File: src/hw/rtl/ast_pkg.sv
// Shared types and constants for the assembler source tokenizer.
// Holds the result record, the push bundle between lexer and result queue,
// and the token kind codes. No dependencies.
package ast_pkg;

  localparam int unsigned OffsetW   = 16;
  localparam int unsigned SpanW     = 16;
  localparam int unsigned ValueW    = 63;
  localparam int unsigned KindW     = 4;
  localparam int unsigned FifoDepth = 4;

  localparam logic [KindW-1:0] KindEnd     = 4'd0;
  localparam logic [KindW-1:0] KindNewline = 4'd1;
  localparam logic [KindW-1:0] KindIdent   = 4'd2;
  localparam logic [KindW-1:0] KindNumber  = 4'd3;
  localparam logic [KindW-1:0] KindPlus    = 4'd4;
  localparam logic [KindW-1:0] KindMinus   = 4'd5;
  localparam logic [KindW-1:0] KindStar    = 4'd6;
  localparam logic [KindW-1:0] KindLparen  = 4'd7;
  localparam logic [KindW-1:0] KindRparen  = 4'd8;
  localparam logic [KindW-1:0] KindComma   = 4'd9;
  localparam logic [KindW-1:0] KindSemi    = 4'd10;
  localparam logic [KindW-1:0] KindLbrace  = 4'd11;
  localparam logic [KindW-1:0] KindRbrace  = 4'd12;
  localparam logic [KindW-1:0] KindColon   = 4'd13;
  localparam logic [KindW-1:0] KindDollar  = 4'd14;

  typedef struct packed {
    logic [KindW-1:0]  kind;
    logic [SpanW-1:0]  span_start;
    logic [SpanW-1:0]  span_end;
    logic [ValueW-1:0] value;
    logic              error;
    logic              last;
  } res_t;

  typedef struct packed {
    logic [1:0] count;
    res_t       r0;
    res_t       r1;
  } push_t;

endpackage

File: src/hw/rtl/assembler_source_tokenizer.sv
// Top level of the assembler source tokenizer: lexer core and result queue.
// Depends on ast_pkg, ast_lexer and ast_res_fifo.
//
//   channel  direction  handshake                 payload
//   in       input      in_valid_i / in_stall_o   char_byte_i
//   out      output     out_valid_o / out_stall_i token_kind_o, span_start_o, span_end_o,
//                                                 number_value_o, error_flag_o, last_of_run_o
//
// One source byte is taken per cycle unless the input stalls; its results enter a four-entry
// queue in the same cycle. A byte that closes one token and opens another yields two results,
// which drain one per cycle while the output is not stalled. Input stalls while fewer than two
// queue slots are free, so a long run of two-result bytes is paced by the single output port.
// Reset clears the scanner state, the offset counter and the queue; no clearing pass is needed.
module assembler_source_tokenizer import ast_pkg::*; (
  input  logic              clk_i,
  input  logic              rst_ni,
  input  logic              in_valid_i,
  output logic              in_stall_o,
  input  logic [7:0]        char_byte_i,
  output logic              out_valid_o,
  input  logic              out_stall_i,
  output logic [KindW-1:0]  token_kind_o,
  output logic [SpanW-1:0]  span_start_o,
  output logic [SpanW-1:0]  span_end_o,
  output logic [ValueW-1:0] number_value_o,
  output logic              error_flag_o,
  output logic              last_of_run_o
);

  logic  accept, pop, full;
  push_t push;
  res_t  head;

  assign accept     = in_valid_i && !full;
  assign in_stall_o = full;
  assign pop        = out_valid_o && !out_stall_i;

  ast_lexer u_lexer (
    .clk_i       (clk_i),
    .rst_ni      (rst_ni),
    .accept_i    (accept),
    .char_byte_i (char_byte_i),
    .push_o      (push)
  );

  ast_res_fifo u_fifo (
    .clk_i   (clk_i),
    .rst_ni  (rst_ni),
    .push_i  (push),
    .pop_i   (pop),
    .head_o  (head),
    .valid_o (out_valid_o),
    .full_o  (full)
  );

  assign token_kind_o   = head.kind;
  assign span_start_o   = head.span_start;
  assign span_end_o     = head.span_end;
  assign number_value_o = head.value;
  assign error_flag_o   = head.error;
  assign last_of_run_o  = head.last;

endmodule

File: src/hw/rtl/ast_lexer.sv
// Tokenizer state machine and number accumulator: one source byte per request.
// Emits up to two compacted results per byte towards the result queue.
// Depends on ast_pkg.
module ast_lexer import ast_pkg::*; (
  input  logic       clk_i,
  input  logic       rst_ni,
  input  logic       accept_i,
  input  logic [7:0] char_byte_i,
  output push_t      push_o
);

  localparam logic [3:0] MIdle      = 4'd0;
  localparam logic [3:0] MCr        = 4'd1;
  localparam logic [3:0] MSlash     = 4'd2;
  localparam logic [3:0] MLine      = 4'd3;
  localparam logic [3:0] MBlock     = 4'd4;
  localparam logic [3:0] MBlockStar = 4'd5;
  localparam logic [3:0] MIdent     = 4'd6;
  localparam logic [3:0] MZero      = 4'd7;
  localparam logic [3:0] MNum       = 4'd8;
  localparam logic [3:0] MDone      = 4'd9;

  localparam logic [4:0] Base2  = 5'd2;
  localparam logic [4:0] Base8  = 5'd8;
  localparam logic [4:0] Base10 = 5'd10;
  localparam logic [4:0] Base16 = 5'd16;
  localparam logic [4:0] NoDigit = 5'd31;

  localparam logic [7:0] ChNul   = 8'h00;
  localparam logic [7:0] ChTab   = 8'h09;
  localparam logic [7:0] ChLf    = 8'h0a;
  localparam logic [7:0] ChVt    = 8'h0b;
  localparam logic [7:0] ChFf    = 8'h0c;
  localparam logic [7:0] ChCr    = 8'h0d;
  localparam logic [7:0] ChSpace = 8'h20;
  localparam logic [7:0] ChSlash = 8'h2f;
  localparam logic [7:0] ChStar  = 8'h2a;
  localparam logic [7:0] ChUnder = 8'h5f;
  localparam logic [7:0] ChZero  = 8'h30;
  localparam logic [7:0] ChNine  = 8'h39;
  localparam logic [7:0] ChLowX  = 8'h78;
  localparam logic [7:0] ChUpX   = 8'h58;
  localparam logic [7:0] ChLowB  = 8'h62;
  localparam logic [7:0] ChUpB   = 8'h42;

  localparam int unsigned ProdW = ValueW + 5;
  localparam logic [OffsetW-1:0] OffsetMax = '1;

  function automatic logic is_alpha(input logic [7:0] c);
    return (c >= 8'h61 && c <= 8'h7a) || (c >= 8'h41 && c <= 8'h5a);
  endfunction

  function automatic logic is_digit(input logic [7:0] c);
    return c >= ChZero && c <= ChNine;
  endfunction

  function automatic logic [4:0] digit_of(input logic [7:0] c);
    logic [4:0] d;
    d = NoDigit;
    if (c >= ChZero && c <= ChNine) begin
      d = 5'(c - ChZero);
    end else if (c >= 8'h61 && c <= 8'h66) begin
      d = 5'(c - 8'h61 + 8'd10);
    end else if (c >= 8'h41 && c <= 8'h46) begin
      d = 5'(c - 8'h41 + 8'd10);
    end
    return d;
  endfunction

  function automatic logic [KindW-1:0] punct_kind(input logic [7:0] c);
    logic [KindW-1:0] k;
    unique case (c)
      8'h2b:   k = KindPlus;
      8'h2d:   k = KindMinus;
      8'h2a:   k = KindStar;
      8'h28:   k = KindLparen;
      8'h29:   k = KindRparen;
      8'h2c:   k = KindComma;
      8'h3b:   k = KindSemi;
      8'h7b:   k = KindLbrace;
      8'h7d:   k = KindRbrace;
      8'h3a:   k = KindColon;
      8'h24:   k = KindDollar;
      default: k = KindEnd;
    endcase
    return k;
  endfunction

  function automatic res_t mk_res(input logic [KindW-1:0] kind, input logic [OffsetW-1:0] s,
                                  input logic [OffsetW-1:0] e, input logic [ValueW-1:0] v,
                                  input logic err);
    res_t r;
    r.kind       = kind;
    r.span_start = SpanW'(s);
    r.span_end   = SpanW'(e);
    r.value      = v;
    r.error      = err;
    r.last       = 1'b0;
    return r;
  endfunction

  logic [3:0]         mode_q, mode_d;
  logic [OffsetW-1:0] offset_q, offset_d;
  logic [OffsetW-1:0] begin_q, begin_d;
  logic [ValueW-1:0]  acc_q, acc_d;
  logic [4:0]         base_q, base_d;
  logic               dseen_q, dseen_d;
  logic               bad_q, bad_d;

  logic [OffsetW-1:0] pos, nxt;
  logic [4:0]         dig;
  logic               word;
  logic [ProdW-1:0]   prod;
  logic               do_idle, do_num, dseen_eff;
  logic               a_v, b_v;
  res_t               a_res, b_res;
  push_t              push;

  assign pos  = offset_q;
  assign nxt  = (offset_q == OffsetMax) ? offset_q : offset_q + OffsetW'(1);
  assign dig  = digit_of(char_byte_i);
  assign word = is_alpha(char_byte_i) || is_digit(char_byte_i) || char_byte_i == ChUnder;
  assign dseen_eff = dseen_q || (mode_q == MZero);

  always_comb begin
    case (base_q)
      Base2:   prod = ProdW'({acc_q, 1'b0});
      Base8:   prod = ProdW'({acc_q, 3'b000});
      Base16:  prod = ProdW'({acc_q, 4'b0000});
      default: prod = ProdW'({acc_q, 3'b000}) + ProdW'({acc_q, 1'b0});
    endcase
  end

  logic [ProdW-1:0] next_val;
  assign next_val = prod + ProdW'(dig);

  always_comb begin
    mode_d   = mode_q;
    offset_d = offset_q;
    begin_d  = begin_q;
    acc_d    = acc_q;
    base_d   = base_q;
    dseen_d  = dseen_q;
    bad_d    = bad_q;
    do_idle  = 1'b0;
    do_num   = 1'b0;
    a_v      = 1'b0;
    b_v      = 1'b0;
    a_res    = mk_res(KindEnd, pos, pos, '0, 1'b0);
    b_res    = mk_res(KindEnd, pos, pos, '0, 1'b0);

    if (mode_q != MDone) begin
      offset_d = nxt;
    end

    unique case (mode_q)
      MIdle: do_idle = 1'b1;
      MCr: begin
        a_v = 1'b1;
        if (char_byte_i == ChLf) begin
          a_res  = mk_res(KindNewline, begin_q, nxt, '0, 1'b0);
          mode_d = MIdle;
        end else begin
          a_res   = mk_res(KindNewline, begin_q, pos, '0, 1'b0);
          do_idle = 1'b1;
        end
      end
      MSlash: begin
        if (char_byte_i == ChSlash) begin
          mode_d = MLine;
        end else if (char_byte_i == ChStar) begin
          mode_d = MBlock;
        end else begin
          mode_d = MDone;
          a_v    = 1'b1;
          a_res  = mk_res(KindEnd, begin_q, pos, '0, 1'b1);
        end
      end
      MLine: begin
        if (char_byte_i == ChNul || char_byte_i == ChLf || char_byte_i == ChCr) begin
          do_idle = 1'b1;
        end
      end
      MBlock, MBlockStar: begin
        if (char_byte_i == ChNul) begin
          mode_d = MDone;
          a_v    = 1'b1;
          a_res  = mk_res(KindEnd, begin_q, pos, '0, 1'b1);
        end else if (char_byte_i == ChStar) begin
          mode_d = MBlockStar;
        end else if (char_byte_i == ChSlash && mode_q == MBlockStar) begin
          mode_d = MIdle;
        end else begin
          mode_d = MBlock;
        end
      end
      MIdent: begin
        if (!word) begin
          a_v     = 1'b1;
          a_res   = mk_res(KindIdent, begin_q, pos, '0, 1'b0);
          do_idle = 1'b1;
        end
      end
      MZero: begin
        mode_d = MNum;
        if (char_byte_i == ChLowX || char_byte_i == ChUpX) begin
          base_d = Base16;
        end else if (char_byte_i == ChLowB || char_byte_i == ChUpB) begin
          base_d = Base2;
        end else begin
          dseen_d = 1'b1;
          do_num  = 1'b1;
        end
      end
      MNum: do_num = 1'b1;
      MDone: ;
      default: ;
    endcase

    if (do_num) begin
      if (word) begin
        dseen_d = 1'b1;
        if (dig >= base_q) begin
          bad_d = 1'b1;
        end else if (!bad_q) begin
          if (|next_val[ProdW-1:ValueW]) begin
            bad_d = 1'b1;
          end else begin
            acc_d = next_val[ValueW-1:0];
          end
        end
      end else if (bad_q || ((base_q == Base16 || base_q == Base2) && !dseen_eff)) begin
        mode_d = MDone;
        a_v    = 1'b1;
        a_res  = mk_res(KindNumber, begin_q, pos, '0, 1'b1);
      end else begin
        a_v     = 1'b1;
        a_res   = mk_res(KindNumber, begin_q, pos, acc_q, 1'b0);
        do_idle = 1'b1;
      end
    end

    if (do_idle) begin
      mode_d = MIdle;
      if (char_byte_i == ChNul) begin
        mode_d = MDone;
        b_v    = 1'b1;
        b_res  = mk_res(KindEnd, pos, pos, '0, 1'b0);
      end else if (char_byte_i == ChSpace || char_byte_i == ChTab ||
                   char_byte_i == ChVt || char_byte_i == ChFf) begin
        mode_d = MIdle;
      end else if (char_byte_i == ChLf) begin
        b_v   = 1'b1;
        b_res = mk_res(KindNewline, pos, nxt, '0, 1'b0);
      end else begin
        begin_d = pos;
        if (char_byte_i == ChCr) begin
          mode_d = MCr;
        end else if (char_byte_i == ChSlash) begin
          mode_d = MSlash;
        end else if (is_alpha(char_byte_i) || char_byte_i == ChUnder) begin
          mode_d = MIdent;
        end else if (is_digit(char_byte_i)) begin
          bad_d = 1'b0;
          acc_d = ValueW'(char_byte_i - ChZero);
          if (char_byte_i == ChZero) begin
            mode_d  = MZero;
            base_d  = Base8;
            dseen_d = 1'b0;
          end else begin
            mode_d  = MNum;
            base_d  = Base10;
            dseen_d = 1'b1;
          end
        end else if (punct_kind(char_byte_i) != KindEnd) begin
          b_v   = 1'b1;
          b_res = mk_res(punct_kind(char_byte_i), pos, nxt, '0, 1'b0);
        end else begin
          mode_d = MDone;
          b_v    = 1'b1;
          b_res  = mk_res(KindEnd, pos, nxt, '0, 1'b1);
        end
      end
    end
  end

  always_comb begin
    push = '0;
    if (a_v && b_v) begin
      push.count   = 2'd2;
      push.r0      = a_res;
      push.r1      = b_res;
      push.r1.last = 1'b1;
    end else if (a_v) begin
      push.count   = 2'd1;
      push.r0      = a_res;
      push.r0.last = 1'b1;
    end else if (b_v) begin
      push.count   = 2'd1;
      push.r0      = b_res;
      push.r0.last = 1'b1;
    end
    if (!accept_i) begin
      push.count = 2'd0;
    end
  end

  assign push_o = push;

  always_ff @(posedge clk_i or negedge rst_ni) begin
    if (!rst_ni) begin
      mode_q   <= MIdle;
      offset_q <= '0;
      begin_q  <= '0;
      acc_q    <= '0;
      base_q   <= Base10;
      dseen_q  <= 1'b0;
      bad_q    <= 1'b0;
    end else if (accept_i) begin
      mode_q   <= mode_d;
      offset_q <= offset_d;
      begin_q  <= begin_d;
      acc_q    <= acc_d;
      base_q   <= base_d;
      dseen_q  <= dseen_d;
      bad_q    <= bad_d;
    end
  end

endmodule

File: src/hw/rtl/ast_res_fifo.sv
// Small result queue between the lexer and the output channel.
// Takes up to two results a cycle and hands out one. Depends on ast_pkg.
module ast_res_fifo import ast_pkg::*; (
  input  logic  clk_i,
  input  logic  rst_ni,
  input  push_t push_i,
  input  logic  pop_i,
  output res_t  head_o,
  output logic  valid_o,
  output logic  full_o
);

  localparam int unsigned PtrW = $clog2(FifoDepth);
  localparam int unsigned CntW = $clog2(FifoDepth + 1);

  res_t            entries_q [FifoDepth];
  logic [PtrW-1:0] wr_q, rd_q;
  logic [CntW-1:0] count_q;
  logic [PtrW-1:0] wr_next;

  assign wr_next = wr_q + PtrW'(1);
  assign head_o  = entries_q[rd_q];
  assign valid_o = count_q != '0;
  assign full_o  = count_q > CntW'(FifoDepth - 2);

  always_ff @(posedge clk_i) begin
    if (push_i.count != 2'd0) begin
      entries_q[wr_q] <= push_i.r0;
    end
    if (push_i.count == 2'd2) begin
      entries_q[wr_next] <= push_i.r1;
    end
  end

  always_ff @(posedge clk_i or negedge rst_ni) begin
    if (!rst_ni) begin
      wr_q    <= '0;
      rd_q    <= '0;
      count_q <= '0;
    end else begin
      wr_q    <= wr_q + PtrW'(push_i.count);
      rd_q    <= rd_q + PtrW'(pop_i);
      count_q <= count_q + CntW'(push_i.count) - CntW'(pop_i);
    end
  end

endmodule

File: config.mk
export PLATFORM = sky130hd
export DESIGN_NAME = assembler_source_tokenizer
export DESIGN_NICKNAME = d
export VERILOG_FILES = /design/src/hw/rtl/ast_pkg.sv /design/src/hw/rtl/assembler_source_tokenizer.sv /design/src/hw/rtl/ast_lexer.sv /design/src/hw/rtl/ast_res_fifo.sv
export SDC_FILE = /design/constraint.sdc
export NUM_CORES = 1
export LEC_CHECK = 0
export ABC_AREA = 1
export CORE_MARGIN = 3
export CORE_UTILIZATION = 40
export DETAILED_ROUTE_END_ITERATION = 7
export DONT_BUFFER_PORTS = 1
export PLACE_DENSITY = 0.6
export SLEW_MARGIN = 30
export SYNTH_ARGS = -nofsm -noshare
export SYNTH_HDL_FRONTEND = slang
export SYNTH_SLANG_ARGS = --single-unit
export TNS_END_PERCENT = 10
File: constraint.sdc
create_clock -name clk_i -period 13.64 [get_ports clk_i]
set_clock_uncertainty 0.2 [all_clocks]
set_input_delay 2.728 -clock clk_i [delete_from_list [all_inputs] [get_ports clk_i]]
set_output_delay 2.728 -clock clk_i [all_outputs]
set_load 0.01 [all_outputs]
==> flow_summary.json <==
{
  "port_buffers": 0,
  "cts_buffer_depth": 3,
  "antenna_left": 0,
  "avgViaCountPerCell": 5.82,
  "die_h_um": 303,
  "cts.htree.levels": 2,
  "post-place-ws_ns": 4.61,
  "p_seq_frac": 0.286,
  "slowest_stage": "nand3_4",
  "crit_fanout": 64,
  "ys_seq_area_frac": 0.354,
  "antenna_found_initial": 3,
  "clock_sinks": 517,
  "cts_root_buf": "clkbuf_16",
  "clkLatencyLatePin_ns": 0.64,
  "core_sq_mm": 0.0870,
  "drc": 0,
  "overflow": 0,
  "syn-instance-count": 5310,
  "status": "completed",
  "dr.pass1.iters": 6,
  "power.density_mw_per_mm2": 212,
  "dr.first_iter.drc_count": 4427,
  "cpPeakStageDelay_ns": 0.85,
  "end_kind": "register",
  "ir_drop_mv": 0.356,
  "n_antenna_cell": 0,
  "numCtsBuffers": 56,
  "synth_cell_types": 55,
  "hold_buffers": 0,
  "max_slew.worst_pin.slew_ns": 1.01,
  "post-route-period-util": 0.620,
  "grt.busiest_layer": "met2",
  "cp_common_cell": "nand3_1",
  "final_max_slew_viol_count": 0,
  "grt.met1_usage": 0.428,
  "synth_nets": 5411,
  "slew_headroom": 0.328,
  "internal_power_w": 0.00394,
  "wire_per_inst_um": 21.6,
  "multi_input_area_sq_mm": 0.0191,
  "cts_resized": 0,
  "ios": 115,
  "mostFrequentLayoutCells": "nand2_1 (1163), inv_1 (640), o21ai_0 (602)",
  "clk_pin_slew_ns": 0.06,
  "p_leak_nw": 16.4,
  "fin_crit_ns": 8.46,
  "die_w_um": 303,
  "rows": 108,
  "post_cts_buffers": 0,
  "setup.worst_path.start_class": "primary input",
  "synth_top_flop_cell": "dfxtp_1",
  "power.share.combinational": 0.517,
  "start_util": 0.404,
  "synth_edf_count": 152,
  "use_met3": 0.0545,
  "grt_pass1_vias": 33039,
  "mappedNetlistArea_sq_mm": 0.0352,
  "fmax_mhz": 118,
  "grtUsageMet2": 0.430,
  "die_area_sq_mm": 0.0916,
  "dp_hpwl_mm": 94.1,
  "cp.required_ns": 13.98,
  "final_common_cell": "nand2_1",
  "gr-usage-all-layers": 0.287,
  "setup_violations": 0,
  "swShare": 0.508,
  "synth_seq_cells": 517,
  "clkPwrFrac": 0.197,
  "async_flop_share": 0.219,
  "nets": 5205,
  "crit_type": "in -> reg",
  "fin_tns_setup_ns": 0,
  "drive_above_1_share": 0.0404,
  "globalplace.congestion": 1.02,
  "rsz0062_at_grt": "false",
  "regArea_sq_mm": 0.0124,
  "cts_tree": "built",
  "grt_max_degree": 114,
  "drt-total-wl_mm": 136,
  "avgSynthCellArea_sq_um": 6.63,
  "final.setup.worst_slack_ns": 5.18,
  "area_growth_pct": 7.24,
  "nFillCells": 9238,
  "num_vias": 36700,
  "grt_pass1_wl_mm": 206,
  "arrival_ns": 8.81,
  "final_hold_viol_count": 0,
  "cap_violations": 0,
  "power_switching_w": 0.00406,
  "ys_warn_count": 0,
  "hold_path.class": "reg -> reg"
}
## registers in the layout, summed over array words and instances, names as in the netlist, 2 cells and up
name              flops
u_lexer.mode_q        4
u_lexer.base_q        5
u_fifo.entries_q    404
u_lexer.acc_q        63
u_lexer.offset_q     16
u_lexer.begin_q      16
u_fifo.wr_q           2
u_fifo.count_q        3
u_fifo.rd_q           2
## Yosys cell counts, drive strengths merged (111+ instances only)
cell | count | area (sq um)
nand2 | 1179 | 4440
inv | 657 | 2470
o21ai | 609 | 3050
nor2 | 555 | 2170
nand3 | 517 | 2650
o22ai | 291 | 1820
dfxtp | 252 | 5040
clkbuf | 245 | 920
a21oi | 191 | 956
edfxtp | 152 | 4560
nand4 | 118 | 738
dfrtp | 111 | 2780
## worst max-delay path: cells and delay by family
family                   cells  cell delay (ns)
AND/OR/NAND/NOR             21             3.70
buffers and inverters        7             1.18
adder cells (fa/ha/maj)      2             0.57
AO/OA/AOI/OAI                2             0.46
## stage by stage
step           power, W  instance area (sq um)  instances  hold slack (ns)   util
6_report        0.00799                  37700       6306            0.280  0.434
3_3_place_gp    0.00632                  35800       6199            0.261  0.411
3_5_place_dp    0.00633                  35800       6199            0.267  0.411
2_1_floorplan   0.00501                  35200       5310            0.251      -
5_1_grt         0.00852                  37700       6306            0.301  0.434
4_1_cts         0.00790                  37700       6304            0.284  0.433
## kinds of logic after synthesis
group | count (synthesis) | synth area share
and+or+nand+nor | 2463 | 0.299
adders and majority gates | 89 | 0.0323
DFF | 517 | 0.354
AOI/OAI and AO/OA | 1203 | 0.191
buffers and inverters | 970 | 0.107
xor gates and xnor gates | 68 | 0.0169
## path summary, 6_finish.rpt
kind	startpoint	to	slack (ns)	cells after the start
max	char_byte_i[4]	u_lexer.acc_q[42]	5.18	32
min in group asynchronous	rst_ni	u_lexer.mode_q[1]	1.61	0
min	u_fifo.entries_q[0][60]	u_fifo.entries_q[0][60]	0.28	2
max in group asynchronous	rst_ni	u_lexer.acc_q[49]	11.35	0
max reg2reg	u_lexer.base_q[1]	u_lexer.acc_q[42]	5.95	27
min reg2reg	u_fifo.entries_q[0][60]	u_fifo.entries_q[0][60]	0.28	2
## layer usage
metal / routed length [um] / share of wire / vias up
met3: 13400 / 0.098 / 168
met5: 28 / 0.00021 / -
met2: 57700 / 0.42 / 1643
met4: 2720 / 0.020 / 4
li1: - / - / 17437
met1: 62200 / 0.46 / 17448
## area by class of cell
type | count | area share
clock buffers | 78 | 0.0428
repair buffers | 39 | 0.00892
inverters | 667 | 0.0666
clock inverters | 27 | 0.00759
well taps | 1155 | 0.0383
flip-flops and latches | 517 | 0.330
multi-input cells | 3823 | 0.506
## power by group through the flow
| stage | combinational, W | clock [W] | sequential [W] |
|---|---|---|---|
| floorplan | 0.00292 | 0 | 0.00209 |
| global placement | 0.00403 | 0 | 0.00229 |
| detailed placement | 0.00403 | 0 | 0.00230 |
| CTS | 0.00405 | 0.00159 | 0.00227 |
| global route | 0.00456 | 0.00165 | 0.00231 |
| finish | 0.00413 | 0.00157 | 0.00229 |
Note: power is estimated with default switching activity, not from simulation.
